<file path="config.mk">
export PLATFORM = sky130hd
export DESIGN_NAME = keyed_watchdog_interval_timer_unit
export DESIGN_NICKNAME = d
export VERILOG_FILES = /design/src/kwdt_pkg.sv /design/src/kwdt_core.sv /design/src/keyed_watchdog_interval_timer_unit.sv
export SDC_FILE = /design/constraint.sdc
export NUM_CORES = 1
export LEC_CHECK = 0
export BUFFER_PORTS_ARGS = -buffer_cell sky130_fd_sc_hd__buf_2
export CAP_MARGIN = 20
export CELL_PAD_IN_SITES_DETAIL_PLACEMENT = 2
export CELL_PAD_IN_SITES_GLOBAL_PLACEMENT = 2
export CORE_MARGIN = 5
export CORE_UTILIZATION = 25
export DETAILED_ROUTE_END_ITERATION = 12
export GPL_TIMING_DRIVEN = 0
export PLACE_DENSITY = 0.58
export SLEW_MARGIN = 10
export SYNTH_ARGS = -nofsm -noshare
export SYNTH_HDL_FRONTEND = slang
export SYNTH_HIERARCHICAL = 1
export SYNTH_SLANG_ARGS = --single-unit
</file>
<file path="constraint.sdc">
create_clock -name clk_i -period 5.77 [get_ports clk_i]
set_input_delay 0 -clock clk_i [delete_from_list [all_inputs] [get_ports clk_i]]
set_output_delay 0 -clock clk_i [all_outputs]
set_load 0.03 [all_outputs]
</file>
<file path="src/kwdt_pkg.sv">
package kwdt_pkg;

  // request codes
  localparam logic [1:0] REQ_TICK  = 2'd0;
  localparam logic [1:0] REQ_READ  = 2'd1;
  localparam logic [1:0] REQ_WRITE = 2'd2;

  // register select
  localparam logic SEL_COUNT = 1'b0;
  localparam logic SEL_CTRL  = 1'b1;

  // write keys
  localparam logic [7:0] KEY_COUNT = 8'h5a;
  localparam logic [7:0] KEY_CTRL  = 8'ha5;

  // control/status bit positions
  localparam int unsigned BIT_ENABLE   = 7;
  localparam int unsigned BIT_WATCHDOG = 6;
  localparam int unsigned BIT_RSTSEL   = 5;
  localparam int unsigned BIT_WOVF     = 4;
  localparam int unsigned BIT_IOVF     = 3;

  localparam logic [7:0] FLAG_MASK = 8'h18;

  localparam int unsigned PRESCALE_W = 12;
  localparam int unsigned EXPO_W     = 4;
  localparam logic [EXPO_W-1:0] EXPO_MAX = 4'd12;

  typedef struct packed {
    logic [1:0]  req_type;
    logic        reg_sel;
    logic [15:0] write_data;
  } req_t;

  typedef struct packed {
    logic [7:0] read_data;
    logic       write_ignored;
    logic       interval_irq;
    logic       reset_request;
    logic       reset_kind;
  } res_t;

endpackage

</file>
<file path="src/kwdt_core.sv">
module kwdt_core import kwdt_pkg::*; #(
  parameter int unsigned BaseDivLog2 = 5
) (
  input  logic clk_i,
  input  logic rst_ni,
  input  logic fire_i,
  input  req_t req_i,
  output res_t res_o
);

  logic [7:0]            count_q, count_d;
  logic [PRESCALE_W-1:0] presc_q, presc_d;
  logic [7:0]            ctrl_q, ctrl_d;

  logic [EXPO_W-1:0]     expo_raw;
  logic [EXPO_W-1:0]     expo;
  logic [PRESCALE_W:0]   period;
  logic [PRESCALE_W-1:0] presc_inc;
  logic [7:0]            count_inc;
  logic [7:0]            wr_key;
  logic [7:0]            wr_val;
  logic                  step;
  logic                  pulse;

  assign wr_key    = req_i.write_data[15:8];
  assign wr_val    = req_i.write_data[7:0];
  assign expo_raw  = EXPO_W'(BaseDivLog2) + {1'b0, ctrl_q[2:0]};
  assign expo      = (expo_raw > EXPO_MAX) ? EXPO_MAX : expo_raw;
  assign period    = (PRESCALE_W+1)'(1) << expo;
  assign presc_inc = presc_q + 1'b1;
  assign step      = (presc_inc == '0) || ({1'b0, presc_inc} >= period);
  assign count_inc = count_q + 8'd1;

  always_comb begin
    count_d = count_q;
    presc_d = presc_q;
    ctrl_d  = ctrl_q;
    pulse   = 1'b0;
    res_o.read_data     = '0;
    res_o.write_ignored = 1'b0;
    case (req_i.req_type)
      REQ_TICK: begin
        if (ctrl_q[BIT_ENABLE]) begin
          if (step) begin
            presc_d = '0;
            count_d = count_inc;
            if (count_inc == 8'd0) begin
              if (ctrl_q[BIT_WATCHDOG]) begin
                ctrl_d[BIT_WOVF] = 1'b1;
                pulse = 1'b1;
              end else begin
                ctrl_d[BIT_IOVF] = 1'b1;
              end
            end
          end else begin
            presc_d = presc_inc;
          end
        end
      end
      REQ_READ: begin
        res_o.read_data = (req_i.reg_sel == SEL_CTRL) ? ctrl_q : count_q;
      end
      REQ_WRITE: begin
        if (req_i.reg_sel == SEL_COUNT) begin
          if (wr_key == KEY_COUNT) begin
            count_d = wr_val;
          end else begin
            res_o.write_ignored = 1'b1;
          end
        end else begin
          if (wr_key == KEY_CTRL) begin
            // flags clear on 0, hold on 1
            ctrl_d = (wr_val & ~FLAG_MASK) | (ctrl_q & wr_val & FLAG_MASK);
          end else begin
            res_o.write_ignored = 1'b1;
          end
        end
      end
      default: begin
      end
    endcase
    res_o.reset_request = pulse;
    res_o.interval_irq  = ctrl_d[BIT_IOVF] && !ctrl_d[BIT_WATCHDOG];
    res_o.reset_kind    = ctrl_d[BIT_RSTSEL];
  end

  always_ff @(posedge clk_i or negedge rst_ni) begin
    if (!rst_ni) begin
      count_q <= '0;
      presc_q <= '0;
      ctrl_q  <= '0;
    end else if (fire_i) begin
      count_q <= count_d;
      presc_q <= presc_d;
      ctrl_q  <= ctrl_d;
    end
  end

  // reset request only from a watchdog-mode wrap
  a_pulse_wdog: assert property (@(posedge clk_i) disable iff (!rst_ni)
    res_o.reset_request |-> (ctrl_q[BIT_WATCHDOG] && count_q == 8'hff))
    else $error("reset request outside watchdog wrap");

  // overflow flag only rises on a tick transfer
  a_wovf_rise: assert property (@(posedge clk_i) disable iff (!rst_ni)
    $rose(ctrl_q[BIT_WOVF]) |-> $past(fire_i && req_i.req_type == REQ_TICK))
    else $error("watchdog flag set without a tick");

  // counter holds while no item is applied
  a_hold: assert property (@(posedge clk_i) disable iff (!rst_ni)
    !fire_i |=> ($stable(count_q) && $stable(ctrl_q) && $stable(presc_q)))
    else $error("state changed without a transfer");

endmodule

</file>
<file path="src/keyed_watchdog_interval_timer_unit.sv">
// keyed watchdog / interval timer, one request per transfer
//
// input channel: in_valid_i / in_stall_o with req_type_i, reg_sel_i,
// write_data_i; a transfer happens at an edge with valid high and stall low
// output channel: out_valid_o / out_stall_i, one result per request
// request 0 advances the prescaler while enabled, 1 reads a register, 2 writes a keyed
// register (0x5a for the counter, 0xa5 for control/status)
// path: the request lands in the input register; when the output register
// is free it is applied to the timer state and its result is loaded into
// the output register, which drives out_valid_o
// throughput: one request per cycle while the output is not held by out_stall_i,
// set by the single update between the input register and the output register
// a result waiting under out_stall_i does not block the input register; input
// stalls only when both the input and output registers are full and held
// reset: all timer state zero (timer stopped), both registers empty
module keyed_watchdog_interval_timer_unit import kwdt_pkg::*; #(
  parameter int unsigned BASE_DIVIDER_LOG2 = 5
) (
  input  logic        clk_i,
  input  logic        rst_ni,
  input  logic        in_valid_i,
  output logic        in_stall_o,
  input  logic [1:0]  req_type_i,
  input  logic        reg_sel_i,
  input  logic [15:0] write_data_i,
  output logic        out_valid_o,
  input  logic        out_stall_i,
  output logic [7:0]  read_data_o,
  output logic        write_ignored_o,
  output logic        interval_irq_o,
  output logic        reset_request_o,
  output logic        reset_kind_o
);

  // input register
  logic in_vld_q;
  req_t in_req_q;

  // output register
  logic out_vld_q;
  res_t out_res_q;

  logic out_free;  // output register can take a new result
  logic fire;      // request in input register is applied this cycle
  logic in_take;   // input transfer
  res_t core_res;

  assign out_free   = !out_vld_q || !out_stall_i;
  assign fire       = in_vld_q && out_free;
  assign in_stall_o = in_vld_q && !out_free;
  assign in_take    = in_valid_i && !in_stall_o;

  always_ff @(posedge clk_i or negedge rst_ni) begin
    if (!rst_ni) begin
      in_vld_q <= 1'b0;
    end else if (in_take || fire) begin
      in_vld_q <= in_take;
    end
  end

  // payload needs no reset
  always_ff @(posedge clk_i) begin
    if (in_take) begin
      in_req_q <= '{req_type: req_type_i, reg_sel: reg_sel_i, write_data: write_data_i};
    end
  end

  // timer state and per-request update
  kwdt_core #(
    .BaseDivLog2(BASE_DIVIDER_LOG2)
  ) u_core (
    .clk_i (clk_i),
    .rst_ni(rst_ni),
    .fire_i(fire),
    .req_i (in_req_q),
    .res_o (core_res)
  );

  always_ff @(posedge clk_i or negedge rst_ni) begin
    if (!rst_ni) begin
      out_vld_q <= 1'b0;
    end else if (out_free) begin
      out_vld_q <= fire;
    end
  end

  always_ff @(posedge clk_i) begin
    if (fire) begin
      out_res_q <= core_res;
    end
  end

  assign out_valid_o     = out_vld_q;
  assign read_data_o     = out_res_q.read_data;
  assign write_ignored_o = out_res_q.write_ignored;
  assign interval_irq_o  = out_res_q.interval_irq;
  assign reset_request_o = out_res_q.reset_request;
  assign reset_kind_o    = out_res_q.reset_kind;

  // an applied request always shows up as a result next cycle
  a_fire_out: assert property (@(posedge clk_i) disable iff (!rst_ni)
    fire |=> out_vld_q)
    else $error("applied request produced no result");

  // a held result blocks the apply step
  a_no_overwrite: assert property (@(posedge clk_i) disable iff (!rst_ni)
    (out_vld_q && out_stall_i) |-> !fire)
    else $error("result overwritten while stalled");

endmodule
</file>
Word-level counts from Yosys, hierarchy flattened
Cells that the tools add are included.
{"block": "classes", "n_addsub": 3, "order_cmp": 2, "n_eq_ne": 12, "shifts": 1, "mux": 21, "n_bitwise": 2, "n_reduce_logical": 21}
{"operator": "8-bit two-way mux", "count": 5}
{"operator": "8-bit one-hot mux with 2 select lines", "count": 1}
{"operator": "7-bit two-way mux", "count": 2}
{"operator": "12-bit by 13-bit >= comparator with 1-bit output", "count": 1}
{"operator": "1-bit by 4-bit left shift with 13-bit output, first input constant", "count": 1}
{"operator": "12-bit by 1-bit adder with 12-bit output, second input constant", "count": 1}
{"operator": "12-bit zero test", "count": 1}
{"operator": "12-bit two-way mux", "count": 1}
{"operator": "2-bit by 1-bit != test with 1-bit output, second input constant", "count": 6}
{"operator": "8-bit by 1-bit adder with 8-bit output, second input constant", "count": 1}
{"operator": "8-bit by 7-bit equality test with 1-bit output, second input constant", "count": 1}
{"operator": "8-bit equality test, second input constant", "count": 1}
{"operator": "8-bit zero test", "count": 1}
{"operator": "2-bit two-way mux", "count": 4}
{"operator": "8-bit by 5-bit OR with 8-bit output", "count": 1}
{"operator": "4-bit AND reduction", "count": 2}
{"operator": "8-bit AND reduction", "count": 1}
{"operator": "1-bit two-way mux", "count": 6}
{"operator": "6-bit AND reduction", "count": 1}
{"operator": "5-bit AND", "count": 1}
{"operator": "1-bit zero test", "count": 5}
{"operator": "3-bit by 3-bit adder with 4-bit output, first input constant", "count": 1}
{"operator": "4-bit > comparator, second input constant", "count": 1}
{"operator": "1-bit logical AND", "count": 4}
{"operator": "other kinds (9)", "count": 12}
{"block": "word_totals", "register_bits": 61, "input_bits": 23, "out_inout_bits": 14, "word_cells": 77}

Longest topological paths before layout
{"block": "depth", "word_depth": 10, "ltp_mapped": 13, "mapped_depth_nobuf": 12}

By module
Netlist, hierarchy kept.
{"mod": "kwdt_core", "n_inst": 1, "cells_per_inst": 303, "area_each_um2": 2499.9, "seq_area_each_um2": 700.7}
{"mod": "keyed_watchdog_interval_timer_unit", "n_inst": 1, "cells_per_inst": 39, "area_each_um2": 1023.5, "seq_area_each_um2": 980.9}

Worst setup path after synthesis
OpenSTA, ideal clock, no wires.
{"block": "synth_timing", "path_kind": "register to register", "startpoint": "register u_core.presc_q[0]", "endpoint": "register u_core.count_q[1]", "setup_ns": 0.125, "arrival_ns": 3.141, "required_ns": 5.645, "path_slack_ns": 2.504, "path_stages_with_launch": 13, "path_buffers": 0, "period_less_slack_ns": 3.266, "cell_sequence": "dfrtp_1 -> ha_1 -> nand3_1 -> nor3_1 -> xnor2_1 -> inv_1 -> ha_1 -> and4_1 -> a211o_1 -> a211oi_1 -> a311oi_1 -> o31ai_4 -> mux2_4"}
{"block": "synth_via", "elab_chain_len": 5, "elab_cells_between_ends": 6, "classes_between": "add/sub: 1; order compare: 1; eq/ne: 1; reduce/logical: 3"}
{"item": "start, declared", "line_no": "kwdt_core.sv:12", "source": "logic [PRESCALE_W-1:0] presc_q, presc_d;"}
{"item": "start signal, assigned", "line_no": "kwdt_core.sv:94", "source": "presc_q <= presc_d;"}
{"item": "12-bit by 1-bit adder with 12-bit output *", "line_no": "kwdt_core.sv:30", "source": "assign presc_inc = presc_q + 1'b1;"}
{"item": "12-bit by 13-bit >= comparator with 1-bit output / 12-bit zero test (equally long branches)", "line_no": "kwdt_core.sv:31", "source": "assign step = (presc_inc == '0) || ({1'b0, presc_inc} >= period);"}
{"item": "1-bit logical OR *", "line_no": "kwdt_core.sv:31"}
{"item": "2-bit by 1-bit != test with 1-bit output (no source line) *"}
{"item": "6-bit AND reduction (no source line) *"}
{"item": "end signal, assigned", "line_no": "kwdt_core.sv:93", "source": "count_q <= count_d;"}
{"item": "end, declared", "line_no": "kwdt_core.sv:11", "source": "logic [7:0] count_q, count_d;"}
Every way passes the cells marked *; elsewhere a longest branch is shown, timed or not.
A chain may end at the register's enable or synchronous reset.

Worst setup path after layout
{"block": "layout_timing", "startpoint": "register u_core.presc_q[0]", "endpoint": "register u_core.ctrl_q[3]"}
{"block": "layout_via", "elab_chain_len": 6, "elab_cells_between_ends": 7, "classes_between": "add/sub: 1; order compare: 1; mux: 3; reduce/logical: 2"}
{"item": "12-bit by 1-bit adder with 12-bit output *", "line_no": "kwdt_core.sv:30"}
{"item": "12-bit by 13-bit >= comparator with 1-bit output / 12-bit zero test (equally long branches)", "line_no": "kwdt_core.sv:31"}
{"item": "1-bit logical OR *", "line_no": "kwdt_core.sv:31"}
{"item": "2-bit two-way mux *", "line_no": "kwdt_core.sv:44", "source": "if (step) begin"}
{"item": "2-bit two-way mux *", "line_no": "kwdt_core.sv:43", "source": "if (ctrl_q[BIT_ENABLE]) begin"}
{"item": "2-bit one-hot mux with 2 select lines *", "line_no": "kwdt_core.sv:41", "source": "case (req_i.req_type)"}
{"item": "end signal, assigned", "line_no": "kwdt_core.sv:95", "source": "ctrl_q <= ctrl_d;"}
{"item": "end, declared", "line_no": "kwdt_core.sv:13", "source": "logic [7:0] ctrl_q, ctrl_d;"}
Every way passes the cells marked *; elsewhere a longest branch is shown, timed or not. The select of a mux whose other input is x is not followed.

==> flow_summary.json <==
{
  "area_growth_pct": 26.74,
  "rsz0062_at_grt": "no",
  "cts_root_buf": "clkbuf_16",
  "grt_pass1_vias": 3237,
  "worst_pin_slew_ns": 0.9246,
  "synth_compound_area_share_pct": 13.99,
  "utilization_pct": 32.30,
  "grt_first_pass_wirelength_mm": 17.34,
  "cts_tree": "done",
  "routed_wl_mm": 10.63,
  "peakVddDrop_mv": 0.1187,
  "rows": 43,
  "setup-violations-final": 0,
  "cts_buffers": 9,
  "gp_congestion": 0.7863,
  "wl_per_cell_um": 17.71,
  "reg2reg_depth": 13,
  "r2r_start": "u_core/presc_q[0]$_DFFE_PN0P_",
  "overflow": 0,
  "critPathTopFamily": "compound AO/OA/AOI/OAI gates",
  "postLayoutCellArea_mm2": 0.004466,
  "synthMuxAreaShare_pct": 5.220,
  "synthFlopType": "edfxtp_1",
  "synth_simple_gate_area_share_pct": 22.37,
  "postPlaceCellArea_mm2": 0.003951,
  "vias_per_cell": 4.933,
  "relSlewSlack_pct": 37.89,
  "clk_latency_ns": 0.33,
  "cp_max_fo": 10,
  "synth.largest_area_cell": "edfxtp_1",
  "clock_path_buffers": 2,
  "io_buffers": 36,
  "synth-adder-area-share_pct": 4.616,
  "synth_top_area_share_pct": 26.42,
  "hpwl_mm": 7.698,
  "slowest_delay_ns": 0.64,
  "synth_top_family_by_area": "simple AND/OR/NAND/NOR gates",
  "powerDensity_mw_per_mm2": 247.8,
  "die_h_um": 128.7,
  "grt_max_degree": 31,
  "antenna_cells": 0,
  "cp.required_ns": 5.99,
  "final_hold_viol_count": 0,
  "r2r_setup_slack_ns": 1.68,
  "cp_cell_sequence": "ha_1 > nand3_1 > nor3_1 > xnor2_1 > inv_1 > ha_1 > and4_1 > o211a_1 > a211oi_1 > a311oi_1 > buf_2 > nor2_1 > o41ai_1",
  "syn_area_per_cell_um2": 10.30,
  "firstDrtPassIters": 4,
  "cp.arrival_ns": 4.31,
  "dieArea_mm2": 0.01657,
  "syn-cell-area_mm2": 0.003523,
  "hold_class": "input pin to asynchronous set/reset pin",
  "drc_errors": 0,
  "fp.dieW_um": 128.7,
  "yosysSeqAreaShare_pct": 47.73,
  "cts.clk_slew.worst_paths_ns": 0.05,
  "r2r_end": "u_core/ctrl_q[3]$_DFFE_PN0P_",
  "critPathBufInv": 2,
  "yosysWarnings": 6,
  "io_pins": 37,
  "drtIter0Drc": 117,
  "synth_edf_count": 31,
  "status": "complete, no violations",
  "crit_path_start_kind": "register",
  "min_period_over_period_pct": 70.82,
  "synth_cell_types": 66,
  "grt_use_total_pct": 13.70,
  "endpoint_kind": "register",
  "htree_levels": 3,
  "synth_seq_cells": 61,
  "async_flop_share_pct": 49.18,
  "layout.nets": 451,
  "maxCapViolations": 0,
  "slowest_stage": "a311oi_1",
  "synth.area.top_cells": "edfxtp_1, dfrtp_1, nand2_1, ha_1, nor2_1",
  "vias": 2960,
  "fin_crit_ns": 4.086,
  "antenna_found_initial": 0,
  "final_max_slew_viol_count": 0,
  "final_antenna_net_count": 0,
  "synth_xor_area_share_pct": 2.202,
  "fin_setup_tns_ns": 0,
  "cts_sinks": 61,
  "max_clock_freq_ghz": 0.2447,
  "crit_top_cell": "ha_1",
  "fin_skew_ns": 0.008238,
  "drive_gt1_share_pct": 20.00,
  "p_leak_nw": 1.804,
  "fp.coreArea_mm2": 0.01383,
  "path_class": "register to register",
  "start_util_pct": 25.48,
  "synthCells": 342
}
Yosys cell counts (all sizes together) (7+ instances only):
| cell type | number |
|---|---|
| nand2 | 44 |
| edfxtp | 31 |
| nor2 | 31 |
| dfrtp | 30 |
| ha | 13 |
| nand3 | 13 |
| clkbuf | 12 |
| o21ai | 11 |
| a21oi | 10 |
| buf | 10 |
| mux2i | 9 |
| nor3 | 9 |
| mux2 | 8 |
| nand2b | 8 |
| inv | 7 |
| nor4 | 7 |
sequential cells by signal (all words and copies together) (netlist names):
signal	cells
in_req_q	19
in_vld_q	1
interval_irq_o	1
out_valid_o	1
read_data_o	8
reset_kind_o	1
reset_request_o	1
u_core/count_q	8
u_core/ctrl_q	8
u_core/presc_q	12
write_ignored_o	1
metrics by stage:
stage | cells | setup slack (ns) | hold slack, ns | power (mW)
2_1_floorplan | 344 | 2.504 | -0.2956 | 0.5428
3_3_place_gp | 560 | 1.133 | 0.1509 | 0.5758
3_5_place_dp | 561 | 1.740 | 0.1480 | 0.5807
4_1_cts | 600 | 1.683 | 0.3255 | 1.128
5_1_grt | 600 | 1.378 | 0.3688 | 1.158
6_report | 600 | 1.684 | 0.2974 | 1.106
cell families after synthesis:
kind of cell / Yosys count
AOI/OAI and AO/OA: 67
xor gates and xnor gates: 8
adders and majority gates: 13
buffers and inverters: 29
DFF: 61
muxes: 17
other: 1
and+or+nand+nor: 146
layout make-up:
class | instances | area, um^2
Tap cell | 180 | 225.2
Clock inverter | 5 | 51.30
Inverter | 7 | 26.28
Multi-Input combinational cell | 254 | 1720
Sequential cell | 61 | 1682
Buffer | 22 | 106.4
Timing Repair Buffer | 60 | 421.7
Fill cell | 1459 | 9361
Clock buffer | 11 | 232.7
per-layer routing:
| metal | vias to the layer above | wire, um | GRT usage, % |
|---|---|---|---|
| met3 | 16 | 342 | 2.532 |
| li1 | 1424 | - | - |
| met4 | 0 | 217 | 5.930 |
| met2 | 48 | 4909 | 22.20 |
| met5 | - | 0 | 0 |
| met1 | 1472 | 5159 | 17.90 |
how the worst max path moves through the flow:
stage                                        startpoint                       endpoint  slack (ns)  cells past startpoint
after CTS                 u_core/presc_q[0]$_DFFE_PN0P_   u_core/ctrl_q[3]$_DFFE_PN0P_        1.68                     13
after floorplan           u_core/presc_q[0]$_DFFE_PN0P_  u_core/count_q[1]$_DFFE_PN0P_        2.50                     12
final                     u_core/presc_q[0]$_DFFE_PN0P_   u_core/ctrl_q[3]$_DFFE_PN0P_        1.68                     13
after global routing      u_core/presc_q[0]$_DFFE_PN0P_   u_core/ctrl_q[3]$_DFFE_PN0P_        1.38                     13
after detailed placement  u_core/presc_q[0]$_DFFE_PN0P_   u_core/ctrl_q[3]$_DFFE_PN0P_        1.74                     13
after global placement          out_valid_o$_DFFE_PN0P_  u_core/count_q[1]$_DFFE_PN0P_        1.13                      5
power breakdown:
group / switching, mW / internal [mW]
Sequential: 0.0101 / 0.479
Clock: 0.193 / 0.331
Combinational: 0.0569 / 0.0365
Total: 0.260 / 0.847
worst register-to-register path: cells and delay by family, from the launching register on:
family | cells | cell delay (ns)
AOI/OAI and AO/OA | 4 | 1.24
adders and majority gates | 2 | 0.61
DFF | 1 | 0.47
and+or+nand+nor | 4 | 0.90
buffers and inverters | 2 | 0.54
xor gates and xnor gates | 1 | 0.21
repair_timing:
action | CTS | global route
resized for setup | 0 | 0
hold buffers | 23 | 0
endpoints found under the hold margin | 51 | 0
buffers inserted | 0 | 0
cell usage in the layout, fill, tap and decap left out, types with 4 or more instances in the layout:
master         count
nand2_1           44
buf_2             42
edfxtp_1          31
nor2_1            31
dfrtp_1           30
dlygate4sd3_1     23
clkbuf_1          13
ha_1              13
nand3_1           11
o21ai_0           11
a21oi_1           10
clkbuf_16          9
nor3_1             9
mux2i_1            9
inv_1              7
nand2b_1           7
mux2_2             7
nand3b_1           6
xnor2_1            5
nor4_1             5
buf_4              4
or3_1              4
o22ai_1            4
a311oi_1           4
o22a_1             4
a31oi_1            4
Power figures use the tool's default switching activity.
